<file path="config.mk">
export PLATFORM = sky130hd
export DESIGN_NAME = life_automaton_row_step_core
export DESIGN_NICKNAME = d
export VERILOG_FILES = /design/src/rtl/core/lars_pkg.sv /design/src/rtl/core/lars_rsp_buf.sv /design/src/rtl/core/life_automaton_row_step_core.sv
export SDC_FILE = /design/constraint.sdc
export NUM_CORES = 1
export LEC_CHECK = 0
export BUFFER_PORTS_ARGS = -buffer_cell sky130_fd_sc_hd__buf_4
export CAP_MARGIN = 30
export CORE_MARGIN = 5
export CORE_UTILIZATION = 50
export DETAILED_ROUTE_END_ITERATION = 8
export GPL_ROUTABILITY_DRIVEN = 0
export PLACE_DENSITY = 0.67
export SLEW_MARGIN = 0
export SYNTH_ARGS = -nofsm -noshare
export SYNTH_HDL_FRONTEND = slang
export SYNTH_HIERARCHICAL = 1
export SYNTH_SLANG_ARGS = --single-unit
</file>
<file path="constraint.sdc">
create_clock -name clock -period 13.2 [get_ports clock]
set_input_delay 1.32 -clock clock [delete_from_list [all_inputs] [get_ports clock]]
set_output_delay 1.32 -clock clock [all_outputs]
set_load 0.05 [all_outputs]
</file>
<file path="src/rtl/core/lars_pkg.sv">
// Shared types, constants and cell-rule functions of the Life row stepper.
// No dependencies; used by every file in rtl/core.
package lars_pkg;

   localparam int MaxCols   = 64;
   localparam int ColsWidth = 7;

   localparam logic [3:0] BirthCount = 4'd3;
   localparam logic [3:0] StayCount  = 4'd2;

   typedef logic [MaxCols-1:0]   row_type;
   typedef logic [ColsWidth-1:0] cols_type;

   typedef struct packed {
      row_type row;
      logic    last;
   } entry_type;

   typedef struct packed {
      logic      push0;
      logic      push1;
      entry_type entry0;
      entry_type entry1;
   } push_type;

   function automatic row_type col_mask(input cols_type cols);
      row_type m;
      if (cols >= ColsWidth'(MaxCols)) begin
         m = '1;
      end else begin
         for (int j = 0; j < MaxCols; j++) begin
            m[j] = (ColsWidth'(j) < cols);
         end
      end
      return m;
   endfunction

   function automatic row_type life_row(input row_type above, input row_type mid,
                                        input row_type below, input row_type mask);
      logic [MaxCols+1:0] a_p;
      logic [MaxCols+1:0] m_p;
      logic [MaxCols+1:0] b_p;
      logic [3:0]         cnt;
      row_type            res;
      a_p = {1'b0, above, 1'b0};
      m_p = {1'b0, mid, 1'b0};
      b_p = {1'b0, below, 1'b0};
      for (int j = 0; j < MaxCols; j++) begin
         cnt = 4'(a_p[j]) + 4'(a_p[j+1]) + 4'(a_p[j+2])
             + 4'(m_p[j]) + 4'(m_p[j+2])
             + 4'(b_p[j]) + 4'(b_p[j+1]) + 4'(b_p[j+2]);
         res[j] = (cnt == BirthCount) || (mid[j] && (cnt == StayCount));
      end
      return res & mask;
   endfunction

endpackage

</file>
<file path="src/rtl/core/lars_rsp_buf.sv">
// Two-entry result buffer: takes up to two result rows per cycle, drains one while rsp_tready is high.
// Depends on lars_pkg.
module lars_rsp_buf (
   input  logic              clock,
   input  logic              reset,
   input  lars_pkg::push_type push,
   output logic [1:0]        level,
   output logic              rsp_tvalid,
   input  logic              rsp_tready,
   output lars_pkg::row_type rsp_tdata,   // next_row
   output logic              rsp_tlast    // last
);

   lars_pkg::entry_type mem_ff [2];
   logic                wr_ptr_ff;
   logic                wr_ptr_in;
   logic                rd_ptr_ff;
   logic                rd_ptr_in;
   logic [1:0]          count_ff;
   logic [1:0]          count_in;
   logic                pop;

   assign rsp_tvalid = (count_ff != 2'd0);
   assign rsp_tdata  = mem_ff[rd_ptr_ff].row;
   assign rsp_tlast  = mem_ff[rd_ptr_ff].last;
   assign level      = count_ff;
   assign pop        = rsp_tvalid && rsp_tready;

   always_comb begin
      count_in  = count_ff + 2'(push.push0) + 2'(push.push1) - 2'(pop);
      wr_ptr_in = wr_ptr_ff ^ push.push0 ^ push.push1;
      rd_ptr_in = rd_ptr_ff ^ pop;
   end

   always_ff @(posedge clock) begin
      if (reset) begin
         count_ff  <= 2'd0;
         wr_ptr_ff <= 1'b0;
         rd_ptr_ff <= 1'b0;
      end else begin
         count_ff  <= count_in;
         wr_ptr_ff <= wr_ptr_in;
         rd_ptr_ff <= rd_ptr_in;
      end
   end

   always_ff @(posedge clock) begin
      if (push.push0) begin
         mem_ff[wr_ptr_ff] <= push.entry0;
      end
      if (push.push1) begin
         mem_ff[~wr_ptr_ff] <= push.entry1;
      end
   end

endmodule

</file>
<file path="src/rtl/core/life_automaton_row_step_core.sv">
// Life (B3/S23) row stepper: top level with input register, row window and
// result buffer. Depends on lars_pkg and lars_rsp_buf.
//
// Usage: stream a board one row per transaction on req_* (tdata = row_bits,
// bit j is column j; tlast = final_row). Results leave on rsp_* (tdata =
// next_row, tlast set on the result for the board's last row). The first
// row of a board gives no result; every later row gives the result of the
// row above it; the final row also gives its own result and clears the
// window. csr_wr_en/csr_wr_data set the column count (reset 64), to be
// written only while the block is idle.
// An accepted row waits in the input register until the buffer has room;
// its results are then written into the result buffer and leave on rsp_*.
// Throughput: one row per cycle while the receiver takes one result per
// cycle. A row waits in the input register only while the buffer level plus
// its result count, less a result leaving in the same cycle, exceeds the two
// buffer slots; req_tready then follows rsp_tready within the cycle.
// Reset clears the window, the input register and the buffer, and sets the
// column count to 64. When the receiver stalls, results wait in the buffer;
// once it lacks room, the input register holds its row and req_tready drops.
module life_automaton_row_step_core (
   input  logic                    clock,
   input  logic                    reset,
   input  logic                    req_tvalid,
   output logic                    req_tready,
   input  lars_pkg::row_type       req_tdata,   // row_bits
   input  logic                    req_tlast,   // final_row
   output logic                    rsp_tvalid,
   input  logic                    rsp_tready,
   output lars_pkg::row_type       rsp_tdata,   // next_row
   output logic                    rsp_tlast,   // last
   input  logic                    csr_wr_en,
   input  lars_pkg::cols_type      csr_wr_data  // cols_in_use
);

   lars_pkg::cols_type  cols_ff;
   lars_pkg::row_type   mask;
   logic                in_valid_ff;
   logic                in_valid_in;
   lars_pkg::row_type   in_row_ff;
   logic                in_fin_ff;
   lars_pkg::row_type   upper_ff;
   lars_pkg::row_type   upper_in;
   lars_pkg::row_type   middle_ff;
   lars_pkg::row_type   middle_in;
   logic                mid_valid_ff;
   logic                mid_valid_in;
   logic [1:0]          n_res;
   logic [1:0]          level;
   logic                fire;
   logic                req_acc;
   lars_pkg::row_type   res_a;
   lars_pkg::row_type   res_b;
   lars_pkg::push_type  push;

   assign mask = lars_pkg::col_mask(cols_ff);

   always_ff @(posedge clock) begin
      if (reset) begin
         cols_ff <= lars_pkg::ColsWidth'(lars_pkg::MaxCols);
      end else if (csr_wr_en) begin
         cols_ff <= csr_wr_data;
      end
   end

   // Stage one: input register
   always_comb begin
      n_res = 2'(mid_valid_ff) + 2'(in_fin_ff);
      fire  = in_valid_ff
           && ((3'(level) + 3'(n_res)) <= (3'd2 + 3'(rsp_tvalid && rsp_tready)));
   end

   assign req_tready = !in_valid_ff || fire;
   assign req_acc    = req_tvalid && req_tready;
   assign in_valid_in = req_acc || (in_valid_ff && !fire);

   always_ff @(posedge clock) begin
      if (reset) begin
         in_valid_ff <= 1'b0;
      end else begin
         in_valid_ff <= in_valid_in;
      end
   end

   always_ff @(posedge clock) begin
      if (req_acc) begin
         in_row_ff <= req_tdata & mask;
         in_fin_ff <= req_tlast;
      end
   end

   // Stage two: row window and next-generation rows
   always_comb begin
      res_a = lars_pkg::life_row(upper_ff, middle_ff, in_row_ff, mask);
      res_b = lars_pkg::life_row(middle_ff, in_row_ff, '0, mask);

      push.push0       = fire && (mid_valid_ff || in_fin_ff);
      push.push1       = fire && mid_valid_ff && in_fin_ff;
      push.entry0.row  = mid_valid_ff ? res_a : res_b;
      push.entry0.last = !mid_valid_ff;
      push.entry1.row  = res_b;
      push.entry1.last = 1'b1;

      upper_in     = upper_ff;
      middle_in    = middle_ff;
      mid_valid_in = mid_valid_ff;
      if (fire) begin
         if (in_fin_ff) begin
            upper_in     = '0;
            middle_in    = '0;
            mid_valid_in = 1'b0;
         end else begin
            upper_in     = mid_valid_ff ? middle_ff : '0;
            middle_in    = in_row_ff;
            mid_valid_in = 1'b1;
         end
      end
   end

   always_ff @(posedge clock) begin
      if (reset) begin
         upper_ff     <= '0;
         middle_ff    <= '0;
         mid_valid_ff <= 1'b0;
      end else begin
         upper_ff     <= upper_in;
         middle_ff    <= middle_in;
         mid_valid_ff <= mid_valid_in;
      end
   end

   lars_rsp_buf u_rsp_buf (
      .clock      (clock),
      .reset      (reset),
      .push       (push),
      .level      (level),
      .rsp_tvalid (rsp_tvalid),
      .rsp_tready (rsp_tready),
      .rsp_tdata  (rsp_tdata),
      .rsp_tlast  (rsp_tlast)
   );

endmodule

</file>
# Yosys cells after proc, flatten, opt, wreduce, memory -nomap -nowiden
# Memories as Yosys holds them, arrays and structs flattened. A register that Yosys moved wholly into a read port is not among the register bits.
# Index checks and enable logic that the tools add are counted.
[classes] eq_ne=256 add_sub_neg=698 mux=11 n_lt_le_gt_ge=66 bitwise_logic=7 n_reduce_logical=270
[op_table] cell="$add A4 B1 Y4" n=315
[op_table] cell="$eq A4 B2 Y1 const B" n=254
[op_table] cell="$add A3 B1 Y4" n=125
[op_table] cell="$add A2 B1 Y3" n=126
[op_table] cell="$mux W64" n=5
[op_table] cell="$add A1 B1 Y2" n=127
[op_table] cell="$lt A6 B7 Y1 const A" n=32
[op_table] cell="$and A64 B64 Y64" n=3
[op_table] cell="$logic_and A1 B1 Y1" n=135
[op_table] cell="$logic_or A1 B1 Y1" n=131
[op_table] cell="$lt A5 B7 Y1 const A" n=16
[op_table] cell="$lt A4 B7 Y1 const A" n=8
[op_table] cell="$lt A3 B7 Y1 const A" n=4
[op_table] cell="$lt A1 B7 Y1 const A" n=2
[op_table] cell="$lt A2 B7 Y1 const A" n=2
[op_table] cell="$ge A7 B7 Y1 const B" n=1
[op_table] cell="$eq A3 B2 Y1 const B" n=2
[op_table] cell="$mux W1" n=6
[op_table] cell="$add A2 B1 Y2" n=2
[op_table] cell="$add A2 B1 Y3 const A" n=1
[op_table] cell="$add A2 B2 Y3" n=1
[op_table] cell="$le A3 B3 Y1" n=1
[op_table] cell="$logic_not A1 Y1" n=3
[op_table] cell="$xor A1 B1 Y1" n=3
[op_table] cell="3 further kinds" n=3
[totals] ramBits=130 mem_count=1 ff_bits=206 out_inout_bits=67 elab_cells=1319
[mem_list] name="u_rsp_buf.mem_ff" depth=2 word_bits=65 rd=1 rd_ports_with_merged_regs=1 wr=2 line="lars_rsp_buf.sv:14" rtl="lars_pkg::entry_type mem_ff [2];"

# Longest topological paths before layout
# Gate-level depths: netlist of the first run.
[logic_depth] word_depth=12 depth_mapped=13 mapped_depth_nobuf=12

# By module
# The synthesis of the first run kept the hierarchy.
[modules_own_cells] module="life_automaton_row_step_core" instances=1 area_per_inst_um2=24310.8 cells_each=2605 seq_area_each_um2=4694.5
[modules_own_cells] module="lars_rsp_buf" instances=1 area_per_inst_um2=6663.9 cells_each=370 seq_area_each_um2=3983.8

# Least setup slack after synthesis of the first run
# OpenSTA, ideal clock, no wires.
[synth_path] path_type="input -> register" from="in rsp_tready" to="mem u_rsp_buf/mem_ff[0][0] in the netlist's numbering, enable pin" setup_time_ns=0.578 stages=9 n_path_buf=2 arrival_time_ns=7.320 setup_slack_ns=5.303 required_ns=12.622 path_cell_list="and2_1 -> ha_1 -> nor3b_1 -> or3_4 -> clkbuf_1 -> buf_2 -> nor2_1 -> inv_1 -> o21ai_0"
[synth_lines] element="start, declared" line="life_automaton_row_step_core.sv:28" rtl="input logic rsp_tready,"
[synth_lines] element="end, declared" line="lars_rsp_buf.sv:14"

==> key figures, run 1 <==
Cells and area
  • # nets final: 3788
  • Non-filler instance count after layout: 3901
  • Antenna cell count: 0
  • Area Overhead vs Synth: 10.6%
  • Proportion of layout cells with a drive suffix above 1: 14.5%

Synthesis
  • Gate count after technology mapping: 2975
  • Asr flop ratio synth: 0%
  • Post-synth top area share: 24.6%
  • Top FF cell, synth: edfxtp_1
  • Avg Inst Size Synth: 10.4 um2
  • Synth top area cells: fa_1 (25%), edfxtp_1 (19%), ha_1 (10%)
  • Mapped Area: 31000 um2
  • Sequential share of the synthesized area: 28.0%
  • Number of synthesized flops with an enable pin: 195
  • Post-synth cell types: 60
  • #FFs+latches synth: 336
  • Ys Warns: 6
  • Yosys top cell by area: fa_1

Clock network
  • CTS Hold Bufs: 0
  • Total clock sinks: 336
  • Worst-Skew Late Latency: 590 ps
  • Root buf cell: clkbuf_16
  • # Post-CTS Setup Buffers: 0
  • # H-tree levels: 2
  • Worst-path clk slew: 60 ps
  • CTS Buf Count: 44
  • TritonCTS clock tree: yes
  • PostCTS Resize Cnt: 0
  • CTS max path bufs: 3

STA
  • Final setup viols: 0
  • Fin crit share: 37.5%
  • Worst Skew: 17.6 ps
  • Max Slew Vio Count: 0
  • Fmax: 0.202 GHz
  • Setup TNS: 0 ps
  • Rel. slew slack: 32.0%
  • Unrepaired setup endpoints after global routing: false
  • Hold Vio Cnt, Final: 0
  • Minimum clock period: 4940 ps
  • Worst slew pin tran: 1020 ps

Drt
  • Antenna viol nets, final: 0
  • 1st-pass router iterations: 8
  • Drt initial violations: 1563
  • Post-DR wirelength/cell: 20.9 um
  • DRC violations left: 0
  • Final wirelength: 81.4 mm
  • Via count: 22.3k
  • DR vias/cell: 5.72

Global route
  • Global route overflow: 0
  • Largest net degree at the start of global routing: 86
  • First-pass GRT wire length: 130 mm
  • Vias in the first global route: 24.0k
  • Initial antenna violation count: 2
  • Gr usage total: 24.3%

Worst setup path
  • CP most frequent cell: buf_4
  • Crit end category: register
  • Critical Setup Path Class: register to register
  • CP Max Fanout: 69
  • WP data arrival: 5270 ps
  • Slowest CP cell: buf_4
  • Worst EP required: 13520 ps
  • CP Launch Type: register
  • Crit-path max cell delay: 790 ps
  • CP cell instances: buf_4, fa_1, inv_1, ha_1, nor3b_1, nor3_2, buf_4, and3_1, nand2_4, buf_4, mux2_2
  • Reg2Reg Setup Slack: 8260 ps

Worst hold path
  • Tightest Hold Check Type: register to register

Pwr
  • Internal: 2680 uW
  • Lkg Pwr: 0.0160 uW
  • Gate power share: 41.2%
  • Sw Share: 38.8%
  • Sequential power share: 30.5%
  • Net Sw Power: 1700 uW
  • PD cells: 128 nW/um2
  • Peak supply drop: 0.0933 mV
  • Clock power share: 28.3%

Die
  • Io pins: 144
  • Die ar.: 67000 um2
  • Starting Density: 50.4%
  • Die X: 259 um
  • Core box area: 61500 um2
  • Die outline height: 259 um
  • Row Count: 91

Placed design
  • Hpwl dp: 59.7 mm
  • Total placed cells including tap cells: 3817
  • Port Buf Inserts: 143

Flow run
  • Max-cap violations: 0

Outcome
  • Status: finished, final reports clean
-- sequential cells by signal, indices dropped and copies added (netlist names), 2 cells and up --
name,flops
in_row_ff,64
u_rsp_buf/level,2
upper_ff,64
u_rsp_buf/mem_ff,130
cols_ff,7
middle_ff,64
-- final cells by class --
type / count / area, um2
Fill cell: 5281 / 27200
Multi-Input combinational cell: 1873 / 19300
Clock buffer: 61 / 1240
Clock inverter: 21 / 215
Inverter: 655 / 2460
Sequential cell: 336 / 8690
Timing Repair Buffer: 165 / 1370
Tap cell: 790 / 988
-- Yosys cell counts, drive strengths merged (9+ instances only) --
library cell / n
a2111oi: 13
a21o: 9
a21oi: 184
a31oi: 20
and2: 25
and3: 12
buf: 56
clkbuf: 56
dfxtp: 141
edfxtp: 195
fa: 380
ha: 256
inv: 655
mux2: 196
nand2: 92
nand2b: 12
nand3: 73
nor2: 132
nor2b: 59
nor3: 19
o211ai: 105
o21a: 22
o21ai: 38
o22a: 14
o31ai: 64
o32a: 13
or2: 10
or3: 71
-- worst paths after layout --
kind,end,cells past startpoint,from
setup reg to reg,u_rsp_buf/mem_ff[0][16],11,in_fin_ff
setup / recovery,u_rsp_buf/mem_ff[0][16],11,in_fin_ff
hold reg to reg,upper_ff[1],2,upper_ff[1]
hold / removal,upper_ff[1],2,upper_ff[1]
-- metrics by stage --
| step | util, % | setup WS [ps] | hold WS, ps | instance area, um2 | total power [uW] |
|---|---|---|---|---|---|
| finish | 55.7 | 8260 | 532 | 34300 | 4370 |
| global route | 55.7 | 8100 | 551 | 34300 | 4640 |
| CTS | 55.6 | 8300 | 528 | 34200 | 4400 |
| detailed placement | 53.3 | 8310 | 511 | 32700 | 3140 |
| global placement | 53.1 | 7810 | 494 | 32600 | 3040 |
| floorplan | - | 5300 | 467 | 31000 | 2630 |
-- cells by family after synthesis --
group | after synthesis | share of synthesized area, %
buffers and inverters | 767 | 9.79
adder cells (fa/ha/maj) | 636 | 34.9
AND/OR/NAND/NOR | 516 | 8.38
AO/OA/AOI/OAI | 515 | 11.0
flip-flops | 336 | 28.0
multiplexers | 202 | 7.79
XOR/XNOR | 2 | 0.145
other | 1 | 0.0121
-- power groups by stage --
stage                     clock network, uW  logic (uW)  registers [uW]
after floorplan                           0        1310            1320
after CTS                              1260        1800            1330
after global placement                    0        1690            1350
after detailed placement                  0        1790            1360
after global routing                   1300        2000            1350
final                                  1240        1800            1330
-- placed cells by master (no fill, tap or decap), drive strengths merged, types with 3 or more instances in the layout --
| master | n |
|---|---|
| a2111oi | 13 |
| a211oi | 4 |
| a21o | 9 |
| a21oi | 184 |
| a22o | 4 |
| a31oi | 20 |
| and2 | 25 |
| and3 | 12 |
| buf | 165 |
| bufinv | 4 |
| clkbuf | 61 |
| clkinv | 13 |
| dfxtp | 141 |
| edfxtp | 195 |
| fa | 380 |
| ha | 256 |
| inv | 658 |
| mux2 | 196 |
| mux2i | 6 |
| nand2 | 92 |
| nand2b | 12 |
| nand3 | 73 |
| nor2 | 132 |
| nor2b | 59 |
| nor3 | 19 |
| nor4b | 5 |
| o2111ai | 3 |
| o211a | 7 |
| o211ai | 105 |
| o21a | 22 |
| o21ai | 38 |
| o22a | 14 |
| o31ai | 64 |
| o32a | 13 |
| or2 | 10 |
| or3 | 71 |
-- layer usage --
layer  global-route usage (%)  part of all wire (%)
met1                     32.4                    42
met2                     40.3                    47
met3                     4.14                   7.1
met4                     8.79                   3.6
met5                        0                     0
-- worst max-delay path, delay by kind of cell (launching register included) --
kind	cells	cell delay, ps
fa+ha+maj	2	750
flops	1	330
simple gates	4	1200
buf+inv	4	1910
mux	1	420
No activity file was read; power rests on OpenSTA's default activity.
==> inputs of run 2 (changes only) <==
--- a/config.mk
+++ b/config.mk
@@ -11,7 +11,7 @@
 export CORE_UTILIZATION = 50
 export DETAILED_ROUTE_END_ITERATION = 8
 export GPL_ROUTABILITY_DRIVEN = 0
-export PLACE_DENSITY = 0.67
+export PLACE_DENSITY = 0.7
 export SLEW_MARGIN = 0
 export SYNTH_ARGS = -nofsm -noshare
 export SYNTH_HDL_FRONTEND = slang
==> constraint.sdc (replaced) <==
create_clock -name clock -period 4.4 [get_ports clock]
set_input_delay 0.44 -clock clock [delete_from_list [all_inputs] [get_ports clock]]
set_output_delay 0.44 -clock clock [all_outputs]
set_load 0.05 [all_outputs]
==> run 2 against run 1 <==
Against the previous run: flip-flop and latch count stayed put; via count rose by 0.13%; largest cell class unchanged; final area hardly changed; hold slack worse by 460 ps; register-to-register slack worse by 7900 ps; global-route usage hardly changed; non-clock buffer count rose by 7; cell count did not move; sequential share of layout area about the same.
==> key figures, run 2 (synthesis results as in run 1) <==
Die
  • Die outline height: 259 um
  • Die ar.: 67000 um2
  • Starting Density: 50.4%
  • Core box area: 61500 um2
  • Die X: 259 um
  • Io pins: 144
  • Row Count: 91

Clock network
  • PostCTS Resize Cnt: 0
  • # H-tree levels: 2
  • CTS Buf Count: 41
  • # Post-CTS Setup Buffers: 0
  • TritonCTS clock tree: yes
  • Root buf cell: clkbuf_16
  • CTS max path bufs: 3
  • Worst-Skew Late Latency: 580 ps
  • Total clock sinks: 336
  • CTS Hold Bufs: 0
  • Worst-path clk slew: 70 ps

Global route
  • Global route overflow: 0
  • Vias in the first global route: 24.0k
  • Largest net degree at the start of global routing: 134
  • First-pass GRT wire length: 130 mm
  • Initial antenna violation count: 5
  • Gr usage total: 24.3%

Drt
  • Top Metal Used: met5
  • Final wirelength: 81.5 mm
  • Antenna viol nets, final: 0
  • 1st-pass router iterations: 5
  • Met1 wire length: 34.4 mm
  • Drt initial violations: 1560
  • DRC violations left: 0
  • Met3 routed WL: 5.31 mm
  • WL met2: 38.9 mm
  • DR vias/cell: 5.73
  • Via count: 22.3k
  • Post-DR wirelength/cell: 20.9 um

STA
  • Max Slew Vio Count: 0
  • Fin crit share: 92.9%
  • Setup TNS: 0 ps
  • Rel. slew slack: 30.2%
  • Hold Vio Cnt, Final: 0
  • Worst slew pin tran: 1050 ps
  • Final setup viols: 0
  • Fmax: 0.245 GHz
  • Unrepaired setup endpoints after global routing: false
  • Worst Skew: 25.5 ps
  • Minimum clock period: 4090 ps

Placed design
  • Hpwl dp: 60.0 mm
  • DP Area: 32800 um2
  • Total placed cells including tap cells: 3826
  • Port Buf Inserts: 143

Cells and area
  • Proportion of layout cells with a drive suffix above 1: 14.6%
  • Fillers: 5226
  • Flip-flop and latch area: 8690 um2
  • Max reg flops: 130
  • Area Overhead vs Synth: 10.7%
  • Multi-input gate area: 19300 um2
  • # nets final: 3792
  • Commonest non-fill, non-tap cells in the layout: inv_1 (655), fa_1 (380), ha_1 (256)
  • Final Cell Area: 34300 um2
  • Largest Register: u_rsp_buf/mem_ff
  • Non-filler instance count after layout: 3901
  • Antenna cell count: 0
  • Most common cell after layout, fill and taps aside: inv_1

Outcome
  • Status: finished, final reports clean

Worst setup path
  • CP Max Fanout: 5
  • Worst EP required: 4830 ps
  • Crit end category: register
  • CP Launch Type: register
  • Critical Setup Path Class: register to register
  • WP data arrival: 4520 ps

Flow run
  • Max-cap violations: 0

Pwr
  • Peak supply drop: 0.251 mV
  • PD cells: 380 nW/um2
  • PnR Total Power: 13000 uW
  • Lkg Pwr: 0.0160 uW

Worst hold path
  • Tightest Hold Check Type: primary input to register
## run 2: layout make-up
cell class                 instances  area share, %
timing repair buffer             172           4.10
clock buffer                      57           3.66
clock inverter                    18          0.537
sequential                       336           25.3
multi-input combinational       1873           56.3
inverter                         655           7.17
tap                              790           2.88
## run 2: path summary, 6_finish.rpt
path,from,cells after the start,slack [ps],to
setup reg to reg,in_row_ff[20],12,310,u_rsp_buf/mem_ff[0][22]
setup / recovery,in_row_ff[20],12,310,u_rsp_buf/mem_ff[0][22]
hold / removal,req_tlast,1,70,in_fin_ff
hold reg to reg,middle_ff[0],2,520,middle_ff[0]
## run 2: routing by layer
metal	global-route usage, %	vias up
li1	-	10100
met1	32.8	11300
met2	40.7	728
met3	3.43	169
met4	7.97	4
met5	0	-
## run 2: per-stage QoR
stage	hold WS, ps	util, %	setup WS (ps)
after floorplan	467	-	130
after global placement	497	53.4	499
after detailed placement	505	53.4	403
after CTS	51.1	55.8	301
after global routing	56.0	55.8	19.1
final	73.6	55.8	311
## run 2: critical path, stage by stage, from the launching register on
cell and delay [ps]:
edfxtp_1 420, inv_1 280, fa_1 470, fa_1 470, fa_1 510, inv_1 50, ha_1 200, fa_1 490
o211ai_1 120, a2111oi_0 500, nand2_1 100, a21oi_1 180, mux2_2 190
## run 2: power breakdown
| part | switching [uW] | internal (uW) | leakage, uW | total (uW) |
|---|---|---|---|---|
| combinational | 3260 | 2110 | 0.0123 | 5370 |
| sequential | 304 | 3730 | 0.00300 | 4030 |
| clock | 1450 | 2180 | 0.000708 | 3620 |
| total | 5010 | 8010 | 0.0160 | 13000 |
